## src/design/deq_pkg.sv

```systemverilog
// Shared types and codes for the double-ended queue.
// Depends on nothing; every other design file imports it.
package deq_pkg;

   localparam int WORD_W = 32;
   localparam int OCC_W  = 5;

   typedef logic [1:0]               cmd_type;
   typedef logic [1:0]               status_type;
   typedef logic signed [WORD_W-1:0] word_type;
   typedef logic [OCC_W-1:0]         occ_type;

   // Command codes carried by a request.
   localparam cmd_type CMD_PUSH_FRONT = 2'd0;
   localparam cmd_type CMD_PUSH_REAR  = 2'd1;
   localparam cmd_type CMD_POP_FRONT  = 2'd2;
   localparam cmd_type CMD_POP_REAR   = 2'd3;

   // Status codes returned with every response.
   localparam status_type STAT_OK    = 2'd0;
   localparam status_type STAT_EMPTY = 2'd1;
   localparam status_type STAT_FULL  = 2'd2;

   // Word returned for every push and for a pop on an empty queue.
   localparam word_type NO_VALUE = -32'sd1;

   // Commands from the controller to the datapath.
   typedef struct packed {
      logic load;   // capture the request payload
      logic exec;   // perform the operation on the ring store
   } ctrl_type;

endpackage

```

## src/design/deq_req_if.sv

```systemverilog
// Request channel: valid/ready handshake carrying one queue command.
// Depends on deq_pkg.
interface deq_req_if import deq_pkg::*; ();
   logic     valid;
   logic     ready;
   cmd_type  cmd;
   word_type push_value;

   modport source (output valid, output cmd, output push_value, input ready);
   modport sink   (input valid, input cmd, input push_value, output ready);
endinterface

```

## src/design/deq_rsp_if.sv

```systemverilog
// Response channel: valid/ready handshake carrying one queue result.
// Depends on deq_pkg.
interface deq_rsp_if import deq_pkg::*; ();
   logic       valid;
   logic       ready;
   word_type   pop_value;
   status_type status;
   occ_type    occupancy;

   modport source (output valid, output pop_value, output status, output occupancy,
                   input ready);
   modport sink   (input valid, input pop_value, input status, input occupancy,
                   output ready);
endinterface

```

## src/design/deq_ctrl.sv

```systemverilog
// Controller state machine of the double-ended queue: handshakes and sequencing.
// Depends on deq_pkg.
module deq_ctrl import deq_pkg::*; (
   input  logic     clock,
   input  logic     reset,
   input  logic     req_valid,
   output logic     req_ready,
   output logic     rsp_valid,
   input  logic     rsp_ready,
   output ctrl_type ctrl
);

   localparam logic [1:0] S_IDLE = 2'd0;
   localparam logic [1:0] S_EXEC = 2'd1;
   localparam logic [1:0] S_RESP = 2'd2;

   logic [1:0] state_ff, state_in;

   always_comb begin
      state_in = state_ff;
      unique case (state_ff)
         S_IDLE: begin
            if (req_valid) state_in = S_EXEC;
         end
         S_EXEC: begin
            state_in = S_RESP;
         end
         S_RESP: begin
            if (rsp_ready) state_in = S_IDLE;
         end
         default: begin
            state_in = S_IDLE;
         end
      endcase
   end

   always_ff @(posedge clock) begin
      if (reset) begin
         state_ff <= S_IDLE;
      end else begin
         state_ff <= state_in;
      end
   end

   assign req_ready = (state_ff == S_IDLE);
   assign rsp_valid = (state_ff == S_RESP);
   assign ctrl.load = req_valid && (state_ff == S_IDLE);
   assign ctrl.exec = (state_ff == S_EXEC);

endmodule

```

## src/design/deq_dpath.sv

```systemverilog
// Datapath of the double-ended queue: ring store, indices, count and result registers.
// Depends on deq_pkg; driven by deq_ctrl through ctrl_type.
module deq_dpath import deq_pkg::*; #(
   parameter int DEPTH = 16
) (
   input  logic       clock,
   input  logic       reset,
   input  ctrl_type   ctrl,
   input  cmd_type    cmd,
   input  word_type   push_value,
   output word_type   pop_value,
   output status_type status,
   output occ_type    occupancy
);

   localparam int IDX_W = $clog2(DEPTH);
   localparam int CNT_W = $clog2(DEPTH + 1);
   localparam logic [IDX_W-1:0] LAST_IDX = IDX_W'(DEPTH - 1);
   localparam logic [CNT_W-1:0] FULL_CNT = CNT_W'(DEPTH);

   word_type mem [DEPTH];

   logic [IDX_W-1:0] head_ff, head_in, tail_ff, tail_in;
   logic [CNT_W-1:0] count_ff, count_in;
   cmd_type          cmd_ff;
   word_type         push_ff;
   word_type         rd_data_ff;
   logic             popped_ff, popped_in;
   status_type       status_ff, status_in;

   logic [IDX_W-1:0] head_inc, head_dec, tail_inc, tail_dec;
   logic [IDX_W-1:0] wr_addr, rd_addr;
   logic             wr_en, rd_en, is_full, is_empty;
   logic [CNT_W+OCC_W-1:0] occ_wide;

   assign head_inc = (head_ff == LAST_IDX) ? '0 : head_ff + 1'b1;
   assign head_dec = (head_ff == '0) ? LAST_IDX : head_ff - 1'b1;
   assign tail_inc = (tail_ff == LAST_IDX) ? '0 : tail_ff + 1'b1;
   assign tail_dec = (tail_ff == '0) ? LAST_IDX : tail_ff - 1'b1;
   assign is_full  = (count_ff == FULL_CNT);
   assign is_empty = (count_ff == '0);

   always_comb begin
      head_in   = head_ff;
      tail_in   = tail_ff;
      count_in  = count_ff;
      popped_in = 1'b0;
      status_in = STAT_OK;
      wr_en     = 1'b0;
      rd_en     = 1'b0;
      wr_addr   = tail_ff;
      rd_addr   = head_ff;
      unique case (cmd_ff)
         CMD_PUSH_FRONT: begin
            if (is_full) begin
               status_in = STAT_FULL;
            end else begin
               head_in  = head_dec;
               wr_addr  = head_dec;
               wr_en    = 1'b1;
               count_in = count_ff + 1'b1;
            end
         end
         CMD_PUSH_REAR: begin
            if (is_full) begin
               status_in = STAT_FULL;
            end else begin
               wr_addr  = tail_ff;
               tail_in  = tail_inc;
               wr_en    = 1'b1;
               count_in = count_ff + 1'b1;
            end
         end
         CMD_POP_FRONT: begin
            if (is_empty) begin
               status_in = STAT_EMPTY;
            end else begin
               rd_addr   = head_ff;
               head_in   = head_inc;
               rd_en     = 1'b1;
               popped_in = 1'b1;
               count_in  = count_ff - 1'b1;
            end
         end
         CMD_POP_REAR: begin
            if (is_empty) begin
               status_in = STAT_EMPTY;
            end else begin
               tail_in   = tail_dec;
               rd_addr   = tail_dec;
               rd_en     = 1'b1;
               popped_in = 1'b1;
               count_in  = count_ff - 1'b1;
            end
         end
         default: begin
            status_in = STAT_OK;
         end
      endcase
   end

   // Ring store: one write or one registered read per operation.
   always_ff @(posedge clock) begin
      if (ctrl.exec && wr_en) mem[wr_addr] <= push_ff;
      if (ctrl.exec && rd_en) rd_data_ff <= mem[rd_addr];
   end

   always_ff @(posedge clock) begin
      if (ctrl.load) begin
         cmd_ff  <= cmd;
         push_ff <= push_value;
      end
      if (ctrl.exec) begin
         popped_ff <= popped_in;
         status_ff <= status_in;
      end
   end

   always_ff @(posedge clock) begin
      if (reset) begin
         head_ff  <= '0;
         tail_ff  <= '0;
         count_ff <= '0;
      end else if (ctrl.exec) begin
         head_ff  <= head_in;
         tail_ff  <= tail_in;
         count_ff <= count_in;
      end
   end

   assign occ_wide  = {{OCC_W{1'b0}}, count_ff};
   assign occupancy = occ_wide[OCC_W-1:0];
   assign pop_value = popped_ff ? rd_data_ff : NO_VALUE;
   assign status    = status_ff;

endmodule

```

## src/design/double_ended_queue.sv

```systemverilog
// Top level of the bounded double-ended queue of signed 32-bit words.
// Depends on deq_pkg, deq_req_if, deq_rsp_if, deq_ctrl and deq_dpath.
//
//   Channel    Direction  Carries
//   req_chan   in         cmd, push_value
//   rsp_chan   out        pop_value, status, occupancy
//
// A request is captured in the idle state at its transfer, the execute state then runs it
// against the ring store with its registered read port, and the response is offered from
// the response state that follows. A new request is accepted only after the response
// transfer has returned the block to the idle state.
// Reset clears the head index, the tail index and the entry count; the ring
// store is not cleared, since only entries that were written are ever read.
// A stalled response holds its values and blocks the next request until the
// response transfer completes.
module double_ended_queue import deq_pkg::*; #(
   parameter int DEPTH = 16
) (
   input logic         clock,
   input logic         reset,
   deq_req_if.sink     req_chan,
   deq_rsp_if.source   rsp_chan
);

   ctrl_type ctrl;

   // The controller owns both handshakes and tells the datapath when to
   // capture a request and when to run it against the ring store.
   deq_ctrl u_ctrl (
      .clock     (clock),
      .reset     (reset),
      .req_valid (req_chan.valid),
      .req_ready (req_chan.ready),
      .rsp_valid (rsp_chan.valid),
      .rsp_ready (rsp_chan.ready),
      .ctrl      (ctrl)
   );

   // The datapath keeps the ring store, both indices and the entry count, and
   // holds the result of the last operation until the response transfer.
   deq_dpath #(
      .DEPTH (DEPTH)
   ) u_dpath (
      .clock      (clock),
      .reset      (reset),
      .ctrl       (ctrl),
      .cmd        (req_chan.cmd),
      .push_value (req_chan.push_value),
      .pop_value  (rsp_chan.pop_value),
      .status     (rsp_chan.status),
      .occupancy  (rsp_chan.occupancy)
   );

endmodule

```

## src/flat_wrapper.sv

```systemverilog
// flat-port wrapper written by rule: the top's interface ports become plain ports
module double_ended_queue_flat import deq_pkg::*;
#(
   parameter int DEPTH = 16
)
  (clock, reset, req_chan_valid, req_chan_cmd, req_chan_push_value, req_chan_ready, rsp_chan_valid, rsp_chan_pop_value, rsp_chan_status, rsp_chan_occupancy, rsp_chan_ready);
  deq_req_if req_chan_i ();
  deq_rsp_if rsp_chan_i ();
  input logic clock;
  input logic reset;
  input wire logic [$bits(req_chan_i.valid)-1:0] req_chan_valid;
  input wire logic [$bits(req_chan_i.cmd)-1:0] req_chan_cmd;
  input wire logic [$bits(req_chan_i.push_value)-1:0] req_chan_push_value;
  output wire logic [$bits(req_chan_i.ready)-1:0] req_chan_ready;
  output wire logic [$bits(rsp_chan_i.valid)-1:0] rsp_chan_valid;
  output wire logic [$bits(rsp_chan_i.pop_value)-1:0] rsp_chan_pop_value;
  output wire logic [$bits(rsp_chan_i.status)-1:0] rsp_chan_status;
  output wire logic [$bits(rsp_chan_i.occupancy)-1:0] rsp_chan_occupancy;
  input wire logic [$bits(rsp_chan_i.ready)-1:0] rsp_chan_ready;
  assign req_chan_i.valid = req_chan_valid;
  assign req_chan_i.cmd = req_chan_cmd;
  assign req_chan_i.push_value = req_chan_push_value;
  assign req_chan_ready = req_chan_i.ready;
  assign rsp_chan_valid = rsp_chan_i.valid;
  assign rsp_chan_pop_value = rsp_chan_i.pop_value;
  assign rsp_chan_status = rsp_chan_i.status;
  assign rsp_chan_occupancy = rsp_chan_i.occupancy;
  assign rsp_chan_i.ready = rsp_chan_ready;
  double_ended_queue #(.DEPTH(DEPTH)) u_core (.clock(clock), .reset(reset), .req_chan(req_chan_i), .rsp_chan(rsp_chan_i));
endmodule
```

## config.mk

```make
export PLATFORM = sky130hd
export DESIGN_NAME = double_ended_queue_flat
export DESIGN_NICKNAME = d
export VERILOG_FILES = /design/src/design/deq_pkg.sv /design/src/design/deq_req_if.sv /design/src/design/deq_rsp_if.sv /design/src/design/deq_ctrl.sv /design/src/design/deq_dpath.sv /design/src/design/double_ended_queue.sv /design/src/flat_wrapper.sv
export SDC_FILE = /design/constraint.sdc
export NUM_CORES = 1
export LEC_CHECK = 0
export BUFFER_PORTS_ARGS = -buffer_cell sky130_fd_sc_hd__buf_2
export CAP_MARGIN = 15
export CORE_MARGIN = 5
export CORE_UTILIZATION = 58
export CTS_CLUSTER_SIZE = 28
export DETAILED_ROUTE_END_ITERATION = 8
export PLACE_DENSITY = 0.85
export SLEW_MARGIN = 30
export SYNTH_ARGS = -nofsm -noshare
export SYNTH_HDL_FRONTEND = slang
export SYNTH_HIERARCHICAL = 1
export SYNTH_SLANG_ARGS = --single-unit
export TNS_END_PERCENT = 1
```

## constraint.sdc

```tcl
create_clock -name clock -period 4.7 [get_ports clock]
set_input_delay 0.47 -clock clock [delete_from_list [all_inputs] [get_ports clock]]
set_output_delay 0.47 -clock clock [all_outputs]
set_load 0.03 [all_outputs]
```

# Yosys cells after proc, flatten, opt, wreduce, memory -nomap -nowiden
# Memories as Yosys holds them, arrays and structs flattened. A register that Yosys moved wholly into a read port is not among the register bits.
# Index checks and enable logic that the tools add are counted.
# word_totals
ff_bits,52
ram_bits,512
inputBits,38
n_memories,1
output_inout_bits,41
word_cells,77
# memory_table
memory,depth,word_bits,read_ports,rd_clocked_by_memory_dff,write_ports,line,text
u_core.u_dpath.mem,16,32,1,1,1,deq_dpath.sv:21,word_type mem [DEPTH];
# op_classes
eq_ne,16
addsub,6
n_mux,30
reduce_logical,16
# op_table
cell,n
2-to-1 mux 4 bit,12
2-to-1 mux 32 bit,1
case mux 4 bit (2 select lines),2
inequality test 2 bit (second input constant),7
2-to-1 mux 5 bit,2
case mux 5 bit (2 select lines),1
adder 4 x 1 -> 4 bit (second input constant),2
equality test 4 bit (second input constant),2
zero test 4 bit,2
AND reduction 4 bit,2
subtractor 4 x 1 -> 4 bit (second input constant),2
2-to-1 mux 1 bit,7
equality test 2 bit (second input constant),3
2-to-1 mux 2 bit,3
case mux 2 bit (3 select lines),1
adder 5 x 1 -> 5 bit (second input constant),1
equality test 5 bit (second input constant),1
zero test 5 bit,1
subtractor 5 x 1 -> 5 bit (second input constant),1
equality test 2 x 1 -> 1 bit (second input constant),2
zero test 2 bit,2
case mux 2 bit (2 select lines),1
nonzero test 2 bit,2
OR reduction 2 bit,2
other kinds (4),6

# Logic depth before layout (Yosys ltp)
# depth
depth_word,6
mapped_depth,12
mapped_depth_nobuf,8

# By module
# Netlist, hierarchy kept.
# by_module_without_submodules
mod,cells_per_inst,area_each_um2,instances,seq_area_each_um2
deq_dpath,1423,22908.2,1,17707.0
deq_ctrl,10,107.6,1,40.0

# Worst setup path after synthesis
# No wires, ideal clock.
# synth_path
path_type,flip-flop to flip-flop
start,"register u_core.u_dpath.count_ff[0], in the netlist u_core/u_dpath/occupancy[0]"
end,"memory u_core/u_dpath/mem[5][0] in the netlist's numbering, enable pin"
t_required_ns,4.279
setup_slack_ns,1.053
setup_ns,0.421
t_arrival_ns,3.226
path_buffers,0
period_less_slack_ns,3.647
path_stages_with_launch,6
cell_sequence,dfxtp_1 -> nor4_2 -> a211oi_1 -> mux2i_1 -> nand2_1 -> nor2_1
# synth_via
elab_chain_len,6
elab_cells_between_ends,8
cone_classes,eq/ne (1); mux (6); reduce/logical (1)
# synth_lines
element,line,text
"start, declared",deq_dpath.sv:24,"logic [CNT_W-1:0] count_ff, count_in;"
"start signal, assigned",deq_dpath.sv:127,count_ff <= count_in;
equality test 5 bit (*),deq_dpath.sv:40,assign is_full = (count_ff == FULL_CNT);
2-to-1 mux 1 bit,"deq_dpath.sv:55, deq_dpath.sv:65",
2-to-1 mux 1 bit,-,
logical AND 1 bit,deq_dpath.sv:104,if (ctrl.exec && wr_en) mem[wr_addr] <= push_ff;
2-to-1 mux 1 bit,deq_dpath.sv:104,
2-to-1 mux 1 bit (not written as such),deq_dpath.sv:104,
"end, declared",deq_dpath.sv:21,
# Mark *: on every way between the ends. The rest lies on a longest branch, timed or not.

# Worst setup path after layout
# layout_path
start,register u_core.u_dpath.cmd_ff[1]
end,"register u_core.u_dpath.rd_data_ff[8] (read register of u_core.u_dpath.mem), data pin"
# layout_via
elab_chain_len,4
elab_cells_between_ends,6
cone_classes,eq/ne (2); mux (2); reduce/logical (2)
# layout_lines
element,line,text
"start, declared",deq_dpath.sv:25,cmd_type cmd_ff;
"start signal, assigned",deq_dpath.sv:110,cmd_ff <= cmd;
equality test 2 bit,deq_dpath.sv:53,unique case (cmd_ff)
OR reduction 2 bit (no source line),-,
2-to-1 mux 1 bit,-,
logical AND 1 bit,deq_dpath.sv:105,if (ctrl.exec && rd_en) rd_data_ff <= mem[rd_addr];
"end, declared",deq_dpath.sv:27,word_type rd_data_ff;
# Several ways; a longest one is shown, not always the timed one.
# A chain may end at the register's enable or synchronous reset.

==> summary.md <==
| Metric | Value |
|---|---|
| Status | finished, final reports clean |
| Router iterations before antenna repair | 6 |
| Clock-pin slew on the worst setup and hold paths | 0.07 ns |
| CP endpoint kind | register |
| Area Growth Syn to Fin | 13.7% |
| Total setup buffers inserted after CTS | 0 |
| Power Total | roughly 11000 uW |
| Share of layout cells above drive strength 1 | 0.150 |
| Clock Skews | 0.0144 ns |
| Drt wl/cell | 26.7 um |
| Final hold vios | 0 |
| Synth warnings | 6 |
| Skew-Pair Late Insertion Delay | 0.60 ns |
| Top-Level Pins | 79 |
| Die Span Y | 209 um |
| FF-to-FF path depth | 6 |
| VDD IR max | 355 uV |
| Fmax | between 0.2 and 0.3 GHz |
| Setup TNS | 0 ns |
| Max-Cap Viols | 0 |
| Worst hold slack | 0.0402 ns |
| Cell with the most instances after synthesis | edfxtp_1 |
| Die footprint | between 40000 and 50000 um2 |
| Crit Path Category | reg -> reg |
| Top FF cell, synth | edfxtp_1 |
| Post-CTS sizing | 0 |
| HP Class | in -> reg |
| Pin count of the biggest net entering global routing | 101 |
| CTS tree | done |
| Sequential area share after synthesis | 0.771 |
| Initial DRC Count | 1860 |
| Post-synth top area cell | edfxtp_1 |
| Global-route wire length before repair | 82.7 mm |
| Final cycle utilization of the critical path | 0.798 |
| Initial Util | 0.583 |
| Net Count, Synth | 1479 |
| Nets@finish | 1562 |
| Hold path start | req_chan_push_value[11] |
| Origin of the critical flop-to-flop path | u_core/u_dpath/cmd_ff[1] |
| Synth cell types | 53 |
| Syn Inst Count | 1433 |
| Reg-to-reg endpoint | u_core/u_dpath/rd_data_ff[8] |
| Worst EP required | 5.01 ns |
| Ant diodes | 0 |
| Min Tclk post-route | 3.75 ns |
| Worst EP arrival | 4.07 ns |
| H-tree levels | 2 |
| Mapped Area | about 23000 um2 |
| Vias/cell | 6.59 |
| Fillers | 2502 |
| Drt total wl | around 56 mm |
| Slew HR | 0.350 |
| Leakage | between 0.009 and 0.01 uW |
| Final setup viols | 0 |
| Post-route ant nets | 0 |
| Sink Count | 596 |
| CP startpoint kind | register |
| Yosys top cell area share | 0.758 |
| Pins over their slew limit | 0 |
| Total CTS buffers | 56 |
| Commonest cells in the synthesized netlist | edfxtp_1, a21oi_1, nand2_1, mux2i_1, a221oi_1 |
| Post-synth EDFFs | 581 |
| PD cells | 439 nW/um2 |
| Clock root buffer | clkbuf_16 |
| Placer Congestion | just under 0.9 |
| HPWL Detailed | ~30 mm |
| Bufs on Longest Clock Path | 3 |
| Total Routing Usage GR | 0.248 |
| Synth area leaders | edfxtp_1, mux2i_1, a21oi_1 |
| Avg Inst Size Synth | 16.1 um2 |
| RSZ-0062 raised after global routing | false |
| Die Wd | around 210 um |
| FF+latch count, synth | ~600 |
| Sequential Area | ~18000 um2 |
| First element of the critical path | u_core/u_dpath/cmd_ff[1] |
| Vias post-DR | between 10000 and 15000 |
| Multi-input logic area | 5010 um2 |
| Port buffer count | slightly below 80 |
| Core Area | 39500 um2 |
| Max FO, Critical Path | 19 |
| Initial antenna violation count | 1 |
| Reg-to-reg setup timing slack | 0.95 ns |
| Grt ovf | 0 |
| Vias in the first global route | about 14000 |
| Async S/R FF share, synth | 0 |
| # rows | 73 |
| Hold Buf Count CTS | 0 |
| Slew at the pin closest to its max-slew limit | 0.973 ns |
| Critical path destination | u_core/u_dpath/rd_data_ff[8] |
| DRC violations left | 0 |
## flip-flops by register name, summed over array words and instances (netlist names)
signal,flops
u_core/u_ctrl/state_ff,2
u_core/u_dpath/rd_data_ff,32
u_core/u_dpath/mem,512
u_core/u_dpath/head_ff,4
u_core/u_dpath/tail_ff,4
u_core/u_dpath/occupancy,5
u_core/u_dpath/popped_ff,1
u_core/u_dpath/status,2
u_core/u_dpath/cmd_ff,2
u_core/u_dpath/push_ff,32
## worst min path at each step
stage | endpoint | slack [ns] | cells past startpoint
6_report | u_core/u_dpath/push_ff[11] | 0.04 | 1
2_1_floorplan | u_core/u_dpath/head_ff[1] | 0.50 | 2
3_3_place_gp | u_core/u_dpath/head_ff[1] | 0.55 | 2
3_5_place_dp | u_core/u_dpath/head_ff[1] | 0.57 | 2
5_1_grt | u_core/u_dpath/push_ff[12] | 0.02 | 1
4_1_cts | u_core/u_dpath/cmd_ff[0] | 0.02 | 1
## worst max-delay path, stage by stage, from the launching register on
cell	delay, ns
edfxtp_1	0.79
nand2_1	0.32
a21oi_1	0.55
o22a_1	0.80
buf_4	0.44
a221oi_1	0.11
or4_1	0.45
## through the flow
| stage | setup slack [ns] | area (um2) | cells | utilization |
|---|---|---|---|---|
| after floorplan | 1.05 | 23000 | 1433 | - |
| after global placement | 1.18 | 24200 | 1977 | 0.612 |
| after detailed placement | 1.07 | 24300 | 1983 | 0.616 |
| after CTS | 1.04 | 26200 | 2087 | 0.663 |
| after global routing | 0.812 | 26200 | 2087 | 0.663 |
| final | 0.949 | 26200 | 2087 | 0.663 |
## metal layers
layer,up-vias,track usage,wire [um]
li1,5789,-,-
met1,6820,0.320,19700
met2,964,0.421,27700
met3,169,0.0473,6060
met4,2,0.0950,2170
met5,-,0,13
## layout make-up
cell class                 instances  share of cell area
multi-input combinational        737               0.192
timing repair buffer             117              0.0326
inverter                           8             0.00115
tap                              525              0.0251
clock inverter                    45              0.0171
sequential                       596               0.678
clock buffer                      59              0.0540
## kinds of logic after synthesis
logic type | share of synthesized area
DFF | 0.771
xor gates and xnor gates | 0.00381
adders and majority gates | 0.00468
muxes | 0.0586
and+or+nand+nor | 0.0565
AOI/OAI and AO/OA | 0.0873
buffers and inverters | 0.0180
## power breakdown
group | leakage [uW] | switching, uW | internal [uW] | total [uW]
clock | 0.000920 | 1940 | 2620 | 4560
combinational | 0.00282 | 568 | 310 | 878
sequential | 0.00537 | 111 | 5940 | 6050
## layout by cell type (no fill, tap or decap), drive strengths merged, types with 34 or more instances in the layout
cell type,instances
nor2,38
mux2i,128
edfxtp,581
o22ai,62
a21oi,146
a221oi,64
nand2,143
nand2b,34
buf,117
clkbuf,59
Note: power is estimated with default switching activity, not from simulation.
